===== src/hdl/encoder_button_led_mode_controller_top_macros.svh =====
// Assertion macros for the controller; ebl_core is the only module that uses them.
// Each macro expects clk_i and rst_ni in the scope where it is used.
`ifndef ENCODER_BUTTON_LED_MODE_CONTROLLER_TOP_MACROS_SVH
`define ENCODER_BUTTON_LED_MODE_CONTROLLER_TOP_MACROS_SVH

`ifndef NO_ASSERTIONS

`define EBL_ASSERT(lbl, prop, msg) \
  lbl: assert property (@(posedge clk_i) disable iff (!rst_ni) (prop)) else $error(msg);

`define EBL_ASSERT_IMP(lbl, ante, cons, msg) \
  lbl: assert property (@(posedge clk_i) disable iff (!rst_ni) (ante) |-> (cons)) \
    else $error(msg);

`else

`define EBL_ASSERT(lbl, prop, msg)

`define EBL_ASSERT_IMP(lbl, ante, cons, msg)

`endif

`endif


===== src/hdl/ebl_pkg.sv =====
`timescale 1ns / 1ps
`default_nettype none

package ebl_pkg;

  localparam int POT_W       = 10;
  localparam int DEB_W       = 8;
  localparam int BLINK_W     = 16;
  localparam int DELAY_W     = BLINK_W + 1;
  localparam int PROD_W      = POT_W + BLINK_W;
  localparam int CFG_IDX_W   = 2;
  localparam int CFG_DATA_W  = 16;
  localparam int IN_TDATA_W  = 16;
  localparam int OUT_TDATA_W = 16;
  localparam int NUM_PLAIN   = 4;
  localparam int NUM_BUTTONS = 3;

  // Full-scale pot reading; the scaled span is divided by it.
  localparam int POT_FULL_SCALE = 1023;
  localparam int POT_SHIFT      = 10;

  localparam logic [DEB_W-1:0]   DEBOUNCE_RESET = 8'd25;
  localparam logic [BLINK_W-1:0] BASE_RESET     = 16'd250;
  localparam logic [BLINK_W-1:0] SPAN_RESET     = 16'd2550;
  localparam logic [BLINK_W-1:0] RGB_HALF_RESET = 16'd250;

  typedef enum logic [CFG_IDX_W-1:0] {
    CFG_DEBOUNCE   = 2'd0,
    CFG_BASE_BLINK = 2'd1,
    CFG_BLINK_SPAN = 2'd2,
    CFG_RGB_HALF   = 2'd3
  } cfg_reg_e;

  typedef enum logic [2:0] {
    COL_NONE  = 3'd0,
    COL_RED   = 3'd1,
    COL_GREEN = 3'd2,
    COL_BLUE  = 3'd3,
    COL_WHITE = 3'd4
  } colour_e;

  typedef enum logic [1:0] {
    MODE_BLINK = 2'd0,
    MODE_OFF   = 2'd1,
    MODE_ON    = 2'd2
  } led_mode_e;

  typedef struct packed {
    logic ms_tick;
    logic enc_a;
    logic enc_b;
    logic enc_button;
    logic toggle_button;
    logic reset_button;
  } pins_t;

  typedef struct packed {
    pins_t              pins;
    logic [DELAY_W-1:0] delay;
  } step_t;

  typedef struct packed {
    logic       lamp_red;
    logic       lamp_green;
    logic       lamp_blue;
    logic       lamp_white;
    logic       mix_red;
    logic       mix_green;
    logic       mix_blue;
    logic [2:0] colour_choice;
    logic       is_active;
  } result_t;

  // Quadrature step for the transition from the previous to the current {A,B}.
  function automatic logic signed [1:0] quad_delta(input logic [1:0] prev,
                                                   input logic [1:0] cur);
    logic signed [1:0] d;
    case ({prev, cur})
      4'd1, 4'd7, 4'd8, 4'd14: d = -2'sd1;
      4'd2, 4'd4, 4'd11, 4'd13: d = 2'sd1;
      default: d = 2'sd0;
    endcase
    return d;
  endfunction

endpackage

`default_nettype wire


===== src/hdl/ebl_debounce.sv =====
`timescale 1ns / 1ps
`default_nettype none

module ebl_debounce #(
  parameter int STAMP_BITS = 32
) (
  input  wire logic                     clk_i,
  input  wire logic                     rst_ni,
  input  wire logic                     en_i,
  input  wire logic [STAMP_BITS-1:0]    ms_i,
  input  wire logic                     raw_i,
  input  wire logic [ebl_pkg::DEB_W-1:0] deb_i,
  output logic                          press_o
);
  import ebl_pkg::*;

  logic                  stable_q, last_q;
  logic [STAMP_BITS-1:0] stamp_q, stamp_d, elapsed;
  logic                  changed, accept;

  always_comb begin
    changed = raw_i != last_q;
    stamp_d = changed ? ms_i : stamp_q;
    elapsed = ms_i - stamp_d;
    accept  = (elapsed >= STAMP_BITS'(deb_i)) && (raw_i != stable_q);
    press_o = en_i && accept && !raw_i;
  end

  always_ff @(posedge clk_i or negedge rst_ni) begin
    if (!rst_ni) begin
      stable_q <= 1'b1;
      last_q   <= 1'b1;
      stamp_q  <= '0;
    end else if (en_i) begin
      last_q  <= raw_i;
      stamp_q <= stamp_d;
      if (accept) begin
        stable_q <= raw_i;
      end
    end
  end

endmodule

`default_nettype wire


===== src/hdl/ebl_blink_delay.sv =====
`timescale 1ns / 1ps
`default_nettype none

// Three-stage pipeline: base + pot * span / 1023. The division uses the
// series 1/1024 + 1/1024^2 + 1/1024^3, which lands at most one below the
// true quotient, followed by a single remainder correction.
module ebl_blink_delay (
  input  wire logic                         clk_i,
  input  wire logic                         rst_ni,
  input  wire logic                         s_valid_i,
  output logic                              s_ready_o,
  input  wire ebl_pkg::pins_t               s_pins_i,
  input  wire logic [ebl_pkg::POT_W-1:0]    s_pot_i,
  input  wire logic [ebl_pkg::BLINK_W-1:0]  base_i,
  input  wire logic [ebl_pkg::BLINK_W-1:0]  span_i,
  output logic                              m_valid_o,
  input  wire logic                         m_ready_i,
  output ebl_pkg::step_t                    m_step_o
);
  import ebl_pkg::*;

  localparam int SUM_W = PROD_W + 1;

  logic                v1_q, v2_q, v3_q;
  logic                rdy1, rdy2, rdy3;
  pins_t               pins1_q, pins2_q, pins3_q;
  logic [PROD_W-1:0]   prod1_q, prod2_q, prod_d;
  logic [BLINK_W-1:0]  qest_q, qest_d;
  logic [SUM_W-1:0]    sum, rem;
  logic                corr;
  logic [DELAY_W-1:0]  delay_q, delay_d;

  always_comb begin
    rdy3      = !v3_q || m_ready_i;
    rdy2      = !v2_q || rdy3;
    rdy1      = !v1_q || rdy2;
    s_ready_o = rdy1;

    prod_d = PROD_W'(s_pot_i) * PROD_W'(span_i);

    sum    = SUM_W'(prod1_q) + SUM_W'(prod1_q >> POT_SHIFT)
           + SUM_W'(prod1_q >> (2 * POT_SHIFT));
    qest_d = BLINK_W'(sum >> POT_SHIFT);

    // Remainder of the estimate: prod - 1023 * qest, always below 2 * 1023.
    rem     = SUM_W'(prod2_q) - (SUM_W'(qest_q) << POT_SHIFT) + SUM_W'(qest_q);
    corr    = rem >= SUM_W'(POT_FULL_SCALE);
    delay_d = DELAY_W'(base_i) + DELAY_W'(qest_q) + DELAY_W'(corr);

    m_valid_o      = v3_q;
    m_step_o.pins  = pins3_q;
    m_step_o.delay = delay_q;
  end

  always_ff @(posedge clk_i or negedge rst_ni) begin
    if (!rst_ni) begin
      v1_q <= 1'b0;
      v2_q <= 1'b0;
      v3_q <= 1'b0;
    end else begin
      if (rdy1) begin
        v1_q <= s_valid_i;
      end
      if (rdy2) begin
        v2_q <= v1_q;
      end
      if (rdy3) begin
        v3_q <= v2_q;
      end
    end
  end

  always_ff @(posedge clk_i) begin
    if (rdy1 && s_valid_i) begin
      pins1_q <= s_pins_i;
      prod1_q <= prod_d;
    end
    if (rdy2 && v1_q) begin
      pins2_q <= pins1_q;
      prod2_q <= prod1_q;
      qest_q  <= qest_d;
    end
    if (rdy3 && v2_q) begin
      pins3_q <= pins2_q;
      delay_q <= delay_d;
    end
  end

endmodule

`default_nettype wire


===== src/hdl/ebl_core.sv =====
`timescale 1ns / 1ps
`default_nettype none

`include "encoder_button_led_mode_controller_top_macros.svh"

module ebl_core #(
  parameter int STAMP_BITS = 32
) (
  input  wire logic                         clk_i,
  input  wire logic                         rst_ni,
  input  wire logic                         s_valid_i,
  output logic                              s_ready_o,
  input  wire ebl_pkg::step_t               s_step_i,
  input  wire logic [ebl_pkg::DEB_W-1:0]    deb_i,
  input  wire logic [ebl_pkg::BLINK_W-1:0]  rgb_half_i,
  output logic                              m_valid_o,
  input  wire logic                         m_ready_i,
  output ebl_pkg::result_t                  m_result_o
);
  import ebl_pkg::*;

  localparam int CMP_W = (STAMP_BITS > DELAY_W) ? STAMP_BITS : DELAY_W;
  localparam logic signed [3:0] STEP_LIMIT = 4'sd4;

  logic                  step, run;
  logic                  primed_q;
  logic [STAMP_BITS-1:0] ms_q, ms_n, ms_d;
  logic [2:0]            colour_q, colour_a, colour_d;
  logic                  active_q, active_d;
  logic [1:0]            mode_q [NUM_PLAIN];
  logic [1:0]            mode_d [NUM_PLAIN];
  logic                  plain_phase_q, plain_phase_d;
  logic                  rgb_phase_q, rgb_phase_d, rgb_phase_m;
  logic [STAMP_BITS-1:0] plain_stamp_q, plain_stamp_d;
  logic [STAMP_BITS-1:0] rgb_stamp_q, rgb_stamp_d, rgb_stamp_m;
  logic [STAMP_BITS-1:0] plain_elapsed, rgb_elapsed;
  logic [1:0]            prev_q, ab;
  logic signed [3:0]     steps_q, steps_d, steps_sum;
  logic signed [1:0]     delta;
  logic [NUM_BUTTONS-1:0] press;
  logic [NUM_BUTTONS-1:0] raw;
  logic                  act_tog, colour_ok;
  logic [1:0]            sel_idx;
  logic                  rgb_on;
  logic [2:0]            shown;
  logic                  out_valid_q;
  result_t               result_q, result_d;

  assign s_ready_o  = !out_valid_q || m_ready_i;
  assign step       = s_valid_i && s_ready_o;
  assign run        = step && primed_q;
  assign m_valid_o  = out_valid_q;
  assign m_result_o = result_q;
  assign raw = {s_step_i.pins.reset_button, s_step_i.pins.toggle_button,
                s_step_i.pins.enc_button};

  for (genvar k = 0; k < NUM_BUTTONS; k++) begin : g_btn
    ebl_debounce #(
      .STAMP_BITS(STAMP_BITS)
    ) u_debounce (
      .clk_i  (clk_i),
      .rst_ni (rst_ni),
      .en_i   (run),
      .ms_i   (ms_n),
      .raw_i  (raw[k]),
      .deb_i  (deb_i),
      .press_o(press[k])
    );
  end

  always_comb begin
    ms_n = ms_q + STAMP_BITS'(s_step_i.pins.ms_tick);
    ab   = {s_step_i.pins.enc_a, s_step_i.pins.enc_b};

    // Encoder: accumulate quarter steps while idle, a full detent moves the colour.
    delta     = quad_delta(prev_q, ab);
    steps_sum = steps_q + 4'(delta);
    colour_a  = colour_q;
    steps_d   = steps_sum;
    if (active_q) begin
      steps_d = '0;
    end else if (steps_sum == STEP_LIMIT) begin
      steps_d  = '0;
      colour_a = (colour_q >= COL_WHITE) ? COL_NONE : colour_q + 3'd1;
    end else if (steps_sum == -STEP_LIMIT) begin
      steps_d = '0;
      if (colour_q > COL_WHITE) begin
        colour_a = COL_NONE;
      end else if (colour_q == COL_NONE) begin
        colour_a = COL_WHITE;
      end else begin
        colour_a = colour_q - 3'd1;
      end
    end

    act_tog   = press[0] && (colour_a != COL_NONE);
    colour_ok = (colour_a >= COL_RED) && (colour_a <= COL_WHITE);
    sel_idx   = 2'(colour_a - 3'd1);

    active_d = active_q;
    colour_d = colour_q;
    ms_d     = ms_q;
    for (int i = 0; i < NUM_PLAIN; i++) begin
      mode_d[i] = mode_q[i];
    end
    plain_phase_d = plain_phase_q;
    plain_stamp_d = plain_stamp_q;
    rgb_phase_d   = rgb_phase_q;
    rgb_stamp_d   = rgb_stamp_q;
    rgb_stamp_m   = rgb_stamp_q;
    rgb_phase_m   = rgb_phase_q;
    plain_elapsed = ms_n - plain_stamp_q;
    rgb_elapsed   = ms_n - rgb_stamp_q;

    if (run) begin
      ms_d     = ms_n;
      colour_d = colour_a;
      active_d = active_q ^ act_tog;

      // A reset press overrides a toggle press in the same step.
      if (active_d && colour_ok) begin
        if (press[2]) begin
          mode_d[sel_idx] = MODE_BLINK;
        end else if (press[1]) begin
          mode_d[sel_idx] = (mode_q[sel_idx] == MODE_ON) ? MODE_OFF : MODE_ON;
        end
      end

      if (CMP_W'(plain_elapsed) >= CMP_W'(s_step_i.delay)) begin
        plain_stamp_d = ms_n;
        plain_phase_d = !plain_phase_q;
      end

      if (act_tog) begin
        rgb_stamp_m = ms_n;
        rgb_phase_m = 1'b1;
      end
      rgb_elapsed = ms_n - rgb_stamp_m;
      rgb_stamp_d = rgb_stamp_m;
      rgb_phase_d = rgb_phase_m;
      if (!active_d || colour_a == COL_NONE) begin
        rgb_phase_d = 1'b0;
      end else if (CMP_W'(rgb_elapsed) >= CMP_W'(rgb_half_i)) begin
        rgb_stamp_d = ms_n;
        rgb_phase_d = !rgb_phase_m;
      end
    end

    rgb_on = active_d ? rgb_phase_d : 1'b1;
    shown  = rgb_on ? colour_d : COL_NONE;

    result_d.lamp_red   = (mode_d[0] == MODE_BLINK) ? plain_phase_d : (mode_d[0] == MODE_ON);
    result_d.lamp_green = (mode_d[1] == MODE_BLINK) ? plain_phase_d : (mode_d[1] == MODE_ON);
    result_d.lamp_blue  = (mode_d[2] == MODE_BLINK) ? plain_phase_d : (mode_d[2] == MODE_ON);
    result_d.lamp_white = (mode_d[3] == MODE_BLINK) ? plain_phase_d : (mode_d[3] == MODE_ON);
    result_d.mix_red    = (shown == COL_RED) || (shown == COL_WHITE);
    result_d.mix_green  = (shown == COL_GREEN) || (shown == COL_WHITE);
    result_d.mix_blue   = (shown == COL_BLUE) || (shown == COL_WHITE);
    result_d.colour_choice = colour_d;
    result_d.is_active     = active_d;
  end

  always_ff @(posedge clk_i or negedge rst_ni) begin
    if (!rst_ni) begin
      primed_q      <= 1'b0;
      prev_q        <= '0;
      steps_q       <= '0;
      ms_q          <= '0;
      colour_q      <= COL_NONE;
      active_q      <= 1'b0;
      for (int i = 0; i < NUM_PLAIN; i++) begin
        mode_q[i] <= MODE_BLINK;
      end
      plain_phase_q <= 1'b0;
      plain_stamp_q <= '0;
      rgb_phase_q   <= 1'b0;
      rgb_stamp_q   <= '0;
      out_valid_q   <= 1'b0;
    end else begin
      if (s_ready_o) begin
        out_valid_q <= s_valid_i;
      end
      if (step) begin
        primed_q <= 1'b1;
        prev_q   <= ab;
      end
      if (run) begin
        steps_q       <= steps_d;
        ms_q          <= ms_d;
        colour_q      <= colour_d;
        active_q      <= active_d;
        for (int i = 0; i < NUM_PLAIN; i++) begin
          mode_q[i] <= mode_d[i];
        end
        plain_phase_q <= plain_phase_d;
        plain_stamp_q <= plain_stamp_d;
        rgb_phase_q   <= rgb_phase_d;
        rgb_stamp_q   <= rgb_stamp_d;
      end
    end
  end

  always_ff @(posedge clk_i) begin
    if (step) begin
      result_q <= result_d;
    end
  end

  `EBL_ASSERT(a_colour_range, colour_q <= COL_WHITE, "colour selection out of range")
  `EBL_ASSERT(a_steps_range, (steps_q > -STEP_LIMIT) && (steps_q < STEP_LIMIT), "encoder steps overrun")
  `EBL_ASSERT_IMP(a_active_colour, active_q, colour_q != COL_NONE, "active without a colour")
  `EBL_ASSERT_IMP(a_rgb_idle, !active_q, !rgb_phase_q, "RGB phase set while inactive")
  `EBL_ASSERT_IMP(a_unprimed, !primed_q, ms_q == '0, "time advanced before first sample")

endmodule

`default_nettype wire


===== src/hdl/encoder_button_led_mode_controller_top.sv =====
`timescale 1ns / 1ps
`default_nettype none

// Encoder, button and LED mode controller. Each input transfer is one sample
// of the raw pins plus a millisecond tick; each sample produces exactly one
// output transfer with the LED drives, the selected colour and the active flag.
// One sample is accepted per clock cycle while the output is not stalled. On
// its way to the output, the 10x16 pot-times-span product is registered with
// the sample, the next stage forms a quotient estimate for the divide by
// 1023, the third corrects it and adds the base half-period, and the state
// update then loads the result register. Up to four samples are in flight;
// a stalled output holds the whole pipeline. Configuration writes take effect
// on the next sample and must only be issued while idle.
module encoder_button_led_mode_controller_top #(
  parameter int STAMP_BITS = 32
) (
  input  wire logic                            clk_i,
  input  wire logic                            rst_ni,
  // tdata: ms_tick, enc_a, enc_b, enc_button, toggle_button, reset_button,
  //        pot_level[9:0]
  input  wire logic                            s_axis_tvalid,
  output logic                                 s_axis_tready,
  input  wire logic [ebl_pkg::IN_TDATA_W-1:0]  s_axis_tdata,
  // tdata: plain red, green, blue and white LEDs, RGB red, green and blue
  //        channels, colour_choice[2:0], is_active, zero padding
  output logic                                 m_axis_tvalid,
  input  wire logic                            m_axis_tready,
  output logic [ebl_pkg::OUT_TDATA_W-1:0]      m_axis_tdata,
  input  wire logic                            cfg_we_i,
  input  wire logic [ebl_pkg::CFG_IDX_W-1:0]   cfg_idx_i,
  input  wire logic [ebl_pkg::CFG_DATA_W-1:0]  cfg_data_i
);
  import ebl_pkg::*;

  logic [DEB_W-1:0]   deb_q;
  logic [BLINK_W-1:0] base_q, span_q, rgb_half_q;
  pins_t              pins;
  logic               mid_valid, mid_ready;
  step_t              mid_step;
  result_t            result;

  always_ff @(posedge clk_i or negedge rst_ni) begin
    if (!rst_ni) begin
      deb_q      <= DEBOUNCE_RESET;
      base_q     <= BASE_RESET;
      span_q     <= SPAN_RESET;
      rgb_half_q <= RGB_HALF_RESET;
    end else if (cfg_we_i) begin
      case (cfg_reg_e'(cfg_idx_i))
        CFG_DEBOUNCE:   deb_q      <= DEB_W'(cfg_data_i);
        CFG_BASE_BLINK: base_q     <= cfg_data_i;
        CFG_BLINK_SPAN: span_q     <= cfg_data_i;
        CFG_RGB_HALF:   rgb_half_q <= cfg_data_i;
        default: ;
      endcase
    end
  end

  // The tick sits in bit 0 and is the first, most significant struct member.
  assign pins = {s_axis_tdata[0], s_axis_tdata[1], s_axis_tdata[2], s_axis_tdata[3],
                 s_axis_tdata[4], s_axis_tdata[5]};

  ebl_blink_delay u_delay (
    .clk_i    (clk_i),
    .rst_ni   (rst_ni),
    .s_valid_i(s_axis_tvalid),
    .s_ready_o(s_axis_tready),
    .s_pins_i (pins),
    .s_pot_i  (s_axis_tdata[15:6]),
    .base_i   (base_q),
    .span_i   (span_q),
    .m_valid_o(mid_valid),
    .m_ready_i(mid_ready),
    .m_step_o (mid_step)
  );

  ebl_core #(
    .STAMP_BITS(STAMP_BITS)
  ) u_core (
    .clk_i     (clk_i),
    .rst_ni    (rst_ni),
    .s_valid_i (mid_valid),
    .s_ready_o (mid_ready),
    .s_step_i  (mid_step),
    .deb_i     (deb_q),
    .rgb_half_i(rgb_half_q),
    .m_valid_o (m_axis_tvalid),
    .m_ready_i (m_axis_tready),
    .m_result_o(result)
  );

  assign m_axis_tdata = {5'b0, result.is_active, result.colour_choice,
                         result.mix_blue, result.mix_green, result.mix_red,
                         result.lamp_white, result.lamp_blue, result.lamp_green,
                         result.lamp_red};

endmodule

`default_nettype wire

===== config.mk =====
export PLATFORM = sky130hd
export DESIGN_NAME = encoder_button_led_mode_controller_top
export DESIGN_NICKNAME = d
export VERILOG_FILES = /design/src/hdl/ebl_pkg.sv /design/src/hdl/ebl_debounce.sv /design/src/hdl/ebl_blink_delay.sv /design/src/hdl/ebl_core.sv /design/src/hdl/encoder_button_led_mode_controller_top.sv
export VERILOG_INCLUDE_DIRS = /design/src /design/src/hdl
export SDC_FILE = /design/constraint.sdc
export NUM_CORES = 2
export LEC_CHECK = 0
export ABC_AREA = 1
export BUFFER_PORTS_ARGS = -buffer_cell sky130_fd_sc_hd__buf_2
export CAP_MARGIN = 20
export CELL_PAD_IN_SITES_DETAIL_PLACEMENT = 0
export CELL_PAD_IN_SITES_GLOBAL_PLACEMENT = 2
export CORE_ASPECT_RATIO = 1.75
export CORE_UTILIZATION = 40
export CTS_BUF_LIST = sky130_fd_sc_hd__clkbuf_4
export DETAILED_ROUTE_END_ITERATION = 6
export GPL_TIMING_DRIVEN = 0
export PLACE_DENSITY_LB_ADDON = 0.1
export SLEW_MARGIN = 20
export SYNTH_ARGS = -nofsm -noshare
export SYNTH_HDL_FRONTEND = slang
export SYNTH_HIERARCHICAL = 1
export SYNTH_SLANG_ARGS = --single-unit

===== constraint.sdc =====
create_clock -name clk_i -period 13.9 [get_ports clk_i]
set_input_delay 2.78 -clock clk_i [delete_from_list [all_inputs] [get_ports clk_i]]
set_output_delay 2.78 -clock clk_i [all_outputs]
set_load 0.01 [all_outputs]

==> flow_metrics.py <==
metrics = {
    "global_routing": {
        "gr-usage-all-layers_pct": 28.2,
        "antenna_found_initial": 9,
        "grt_pass1_wl_mm": 217,
        "grt_overflow_total": 0,
        "grt_pass1_vias": 37700,
        "grt_start_max_net_pins": 84,
    },
    "timing": {
        "fin_crit_ps": 12850,
        "worst_pin_slew_ps": 1090,
        "hold_violations": 0,
        "relSlewSlack_pct": 26.9,
        "setup_slack_ps": 1050,
        "setup_violations": 0,
        "slew_violations": 0,
        "fmax_ghz": 0.0778,
        "post-route-period-util_pct": 92.5,
        "finClkSkew_ps": 92.4,
        "finalSetupTns_ps": 0,
        "rsz0062_at_grt": "false",
        "hold_ws_ps": 429,
    },
    "hold_path": {
        "worstHoldPathType": "flip-flop to flip-flop",
    },
    "power_and_ir_drop": {
        "p_switching_mw": 7.16,
        "seq_power_share_pct": 15.6,
        "p_sw_share_pct": 57.3,
        "power_frac_comb_pct": 75.8,
        "clkPwrFrac_pct": 8.6,
        "power_density_nw_per_um2": 285,
        "p_int_mw": 5.35,
        "p_leak_nw": 23.7,
        "vdd_drop_max_uv": 392,
    },
    "logic_synthesis": {
        "synthArstFlopShare_pct": 71.0,
        "synth_top_area_share_pct": 15.6,
        "yosysWarnings": 6,
        "synthFlopType": "dfrtp_1",
        "avgSynthCellArea_um2": 7.11,
        "ys_seq_area_share_pct": 26.0,
        "synth_cell_type_count": 80,
        "synth_edf_count": 114,
        "synthTopCellsByArea": "dfrtp_1, nand2_1, ha_1, inv_1, edfxtp_1",
        "syn-instance-count": 5647,
        "synthesis.area_um2": 40200,
        "yosys.area.top_type": "dfrtp_1",
        "ys_ff_latch": 393,
    },
    "floorplan": {
        "core_um2": 99400,
        "die_y_um": 421,
        "rows": 153,
        "initial_core_util_pct": 40.4,
        "die_area_um2": 102000,
        "die_w_um": 242,
        "num_io_pins": 57,
    },
    "drt": {
        "wl_per_cell_um": 19.9,
        "vias": 36800,
        "ant_nets": 0,
        "avgViaCountPerCell": 5.10,
        "dr.first_iter.drc_count": 1695,
        "drc": 0,
        "drt_first_pass_iters": 5,
        "finalWirelength_mm": 143,
    },
    "cts": {
        "holdBufCountCts": 0,
        "cts-resized-gates": 0,
        "clk_latency_ps": 990,
        "numCtsBuffers": 104,
        "h-tree-depth": 3,
        "cts_sinks": 393,
        "cts.path.max_buffers": 3,
        "cts_tree": "yes",
        "clkTransAtPathRegs_ps": 80,
        "root_buffer": "clkbuf_4",
        "post_cts_buffers": 0,
    },
    "setup_path": {
        "path_buf_inv": 11,
        "critPathMaxStageDelay_ps": 630,
        "cp_max_fo": 10,
        "cp-start-kind": "flip-flop",
        "cpMostUsedCell": "nand2_1",
        "endpoint_kind": "flip-flop",
        "worstPathRequired_ps": 14740,
        "slowest_stage": "inv_1",
        "crit_family": "simple AND/OR/NAND/NOR gates",
        "crit_type": "flip-flop to flip-flop",
        "cp.arrival_ps": 13700,
    },
    "layout": {
        "drive_above_1_share_pct": 10.6,
        "fin_area_um2": 43800,
        "area_growth_pct": 9.13,
        "fillCellCount": 10600,
        "final_nets": 6310,
    },
    "run": {
        "maxCapViolations": 0,
    },
    "run_status": {
        "outcome": "completed",
    },
    "placement": {
        "place.gp.congestion": 0.916,
        "hpwlAfterDp_mm": 118,
        "place_area_um2": 42500,
        "dp_slack_ps": 1240,
        "port_buffers": 38,
    },
}
-- cell usage in the layout (no fill, tap or decap), types with 15 or more instances in the layout --
master,instances
buf_2,53
nor4_1,16
nand3b_1,25
dfstp_2,29
nand3_2,51
nand4_1,107
nand3_1,244
ha_1,338
xnor2_1,38
clkbuf_1,88
nand3_4,22
clkbuf_4,140
o21a_1,15
inv_1,935
dfrtp_1,250
a31oi_1,34
edfxtp_1,114
mux2i_1,60
nand2_2,77
nor3_1,58
inv_2,50
o21ai_1,46
a21o_1,19
xor2_1,94
nand2_1,1540
nor2_1,367
o21ai_0,344
buf_6,22
a21oi_1,267
clkinv_1,36
nor2_2,56
o211ai_1,29
fa_1,125
-- power groups by stage --
stage	logic (mW)	clock network (mW)	registers (mW)
after CTS	9.57	1.12	1.95
after global routing	10.6	1.17	1.98
after detailed placement	9.52	0	1.98
final	9.48	1.07	1.95
after floorplan	6.73	0	1.86
after global placement	9.43	0	1.97
-- final timing paths --
path                       cells past startpoint                                                end  slack (ps)                      startpoint
hold / removal                                 0                       u_delay/pins2_q[1]$_DFFE_PP_         430    u_delay/pins1_q[1]$_DFFE_PP_
max in group asynchronous                      5                              span_q[8]$_DFFE_PN1P_       10440                          rst_ni
min in group asynchronous                      1  u_core/g_btn[0].u_debounce/stamp_q[4]$_DFFE_PN0P_        1590                          rst_ni
setup / recovery                              67                  u_core/rgb_stamp_q[0]$_DFFE_PN0P_        1050  u_delay/m_step_o[22]$_DFFE_PP_
hold reg to reg                                0                       u_delay/pins2_q[1]$_DFFE_PP_         430    u_delay/pins1_q[1]$_DFFE_PP_
setup reg to reg                              67                  u_core/rgb_stamp_q[0]$_DFFE_PN0P_        1050  u_delay/m_step_o[22]$_DFFE_PP_
-- flip-flops by register name, summed over array words and instances, names as in the netlist, 8 cells and up --
| name | count |
|---|---|
| u_core/ms_q | 32 |
| deb_q | 8 |
| u_core/m_result_o | 11 |
| u_delay/delay_q | 17 |
| u_delay/prod2_q | 26 |
| u_core/mode_q | 8 |
| u_core/rgb_stamp_q | 32 |
| u_delay/prod1_q | 26 |
| base_q | 16 |
| u_core/g_btn.u_debounce/stamp_q | 96 |
| u_delay/qest_q | 16 |
| span_q | 16 |
| u_core/plain_stamp_q | 32 |
| rgb_half_q | 16 |
-- final cells by class --
cell class,count,area (µm²),share of cell area [%]
plain buffers,145,842,1.92
clock buffers,140,1050,2.40
multi-input cells,4121,25300,57.8
repair buffers,51,478,1.09
inverters,992,3730,8.52
flip-flops and latches,393,10400,23.8
well taps,1317,1650,3.76
clock inverters,51,289,0.659
diodes,5,12.5,0.0285
-- synth_stat cells, drive strengths merged (104+ instances only) --
cell type	instances
nand2	1631
fa	125
ha	338
a21oi	279
o21ai	397
inv	986
edfxtp	114
nand3	317
nor2	434
dfrtp	250
nand4	107
xor2	104
-- worst register-to-register path, delay by kind of cell (launching register included) --
family                     cells  cell delay (ps)
AOI/OAI and AO/OA             10             1940
xor gates and xnor gates       2              780
adders and majority gates      6             1530
buffers and inverters         11             1980
DFF                            1              380
muxes                          1              380
and+or+nand+nor               37             5720
-- stage by stage --
| stage | util, % | power (mW) | instances |
|---|---|---|---|
| 2_1_floorplan | - | 8.59 | 5651 |
| 6_report | 44.1 | 12.5 | 7215 |
| 3_5_place_dp | 42.8 | 11.5 | 7019 |
| 3_3_place_gp | 42.3 | 11.4 | 7006 |
| 5_1_grt | 44.1 | 13.8 | 7215 |
| 4_1_cts | 44.1 | 12.6 | 7210 |
-- logic make-up (layout without fill, tap and decap cells) --
family	Yosys count	count (layout)	share of synthesized area [%]
XOR/XNOR	142	142	3.13
multiplexers	60	60	1.50
other	1	10	0.00933
buffers and inverters	1137	1379	11.4
AND/OR/NAND/NOR	2605	2605	29.4
flip-flops	393	393	26.0
adder cells (fa/ha/maj)	463	463	16.8
AO/OA/AOI/OAI	846	846	11.8
-- metal layers --
layer	track usage (%)	vias to the layer above	routed length (µm)
li1	-	18500	-
met4	18.1	10	9880
met1	26.0	17200	48000
met2	56.9	717	81400
met3	3.28	354	4030
met5	0	-	63
No activity file was read; power rests on OpenSTA's default activity.
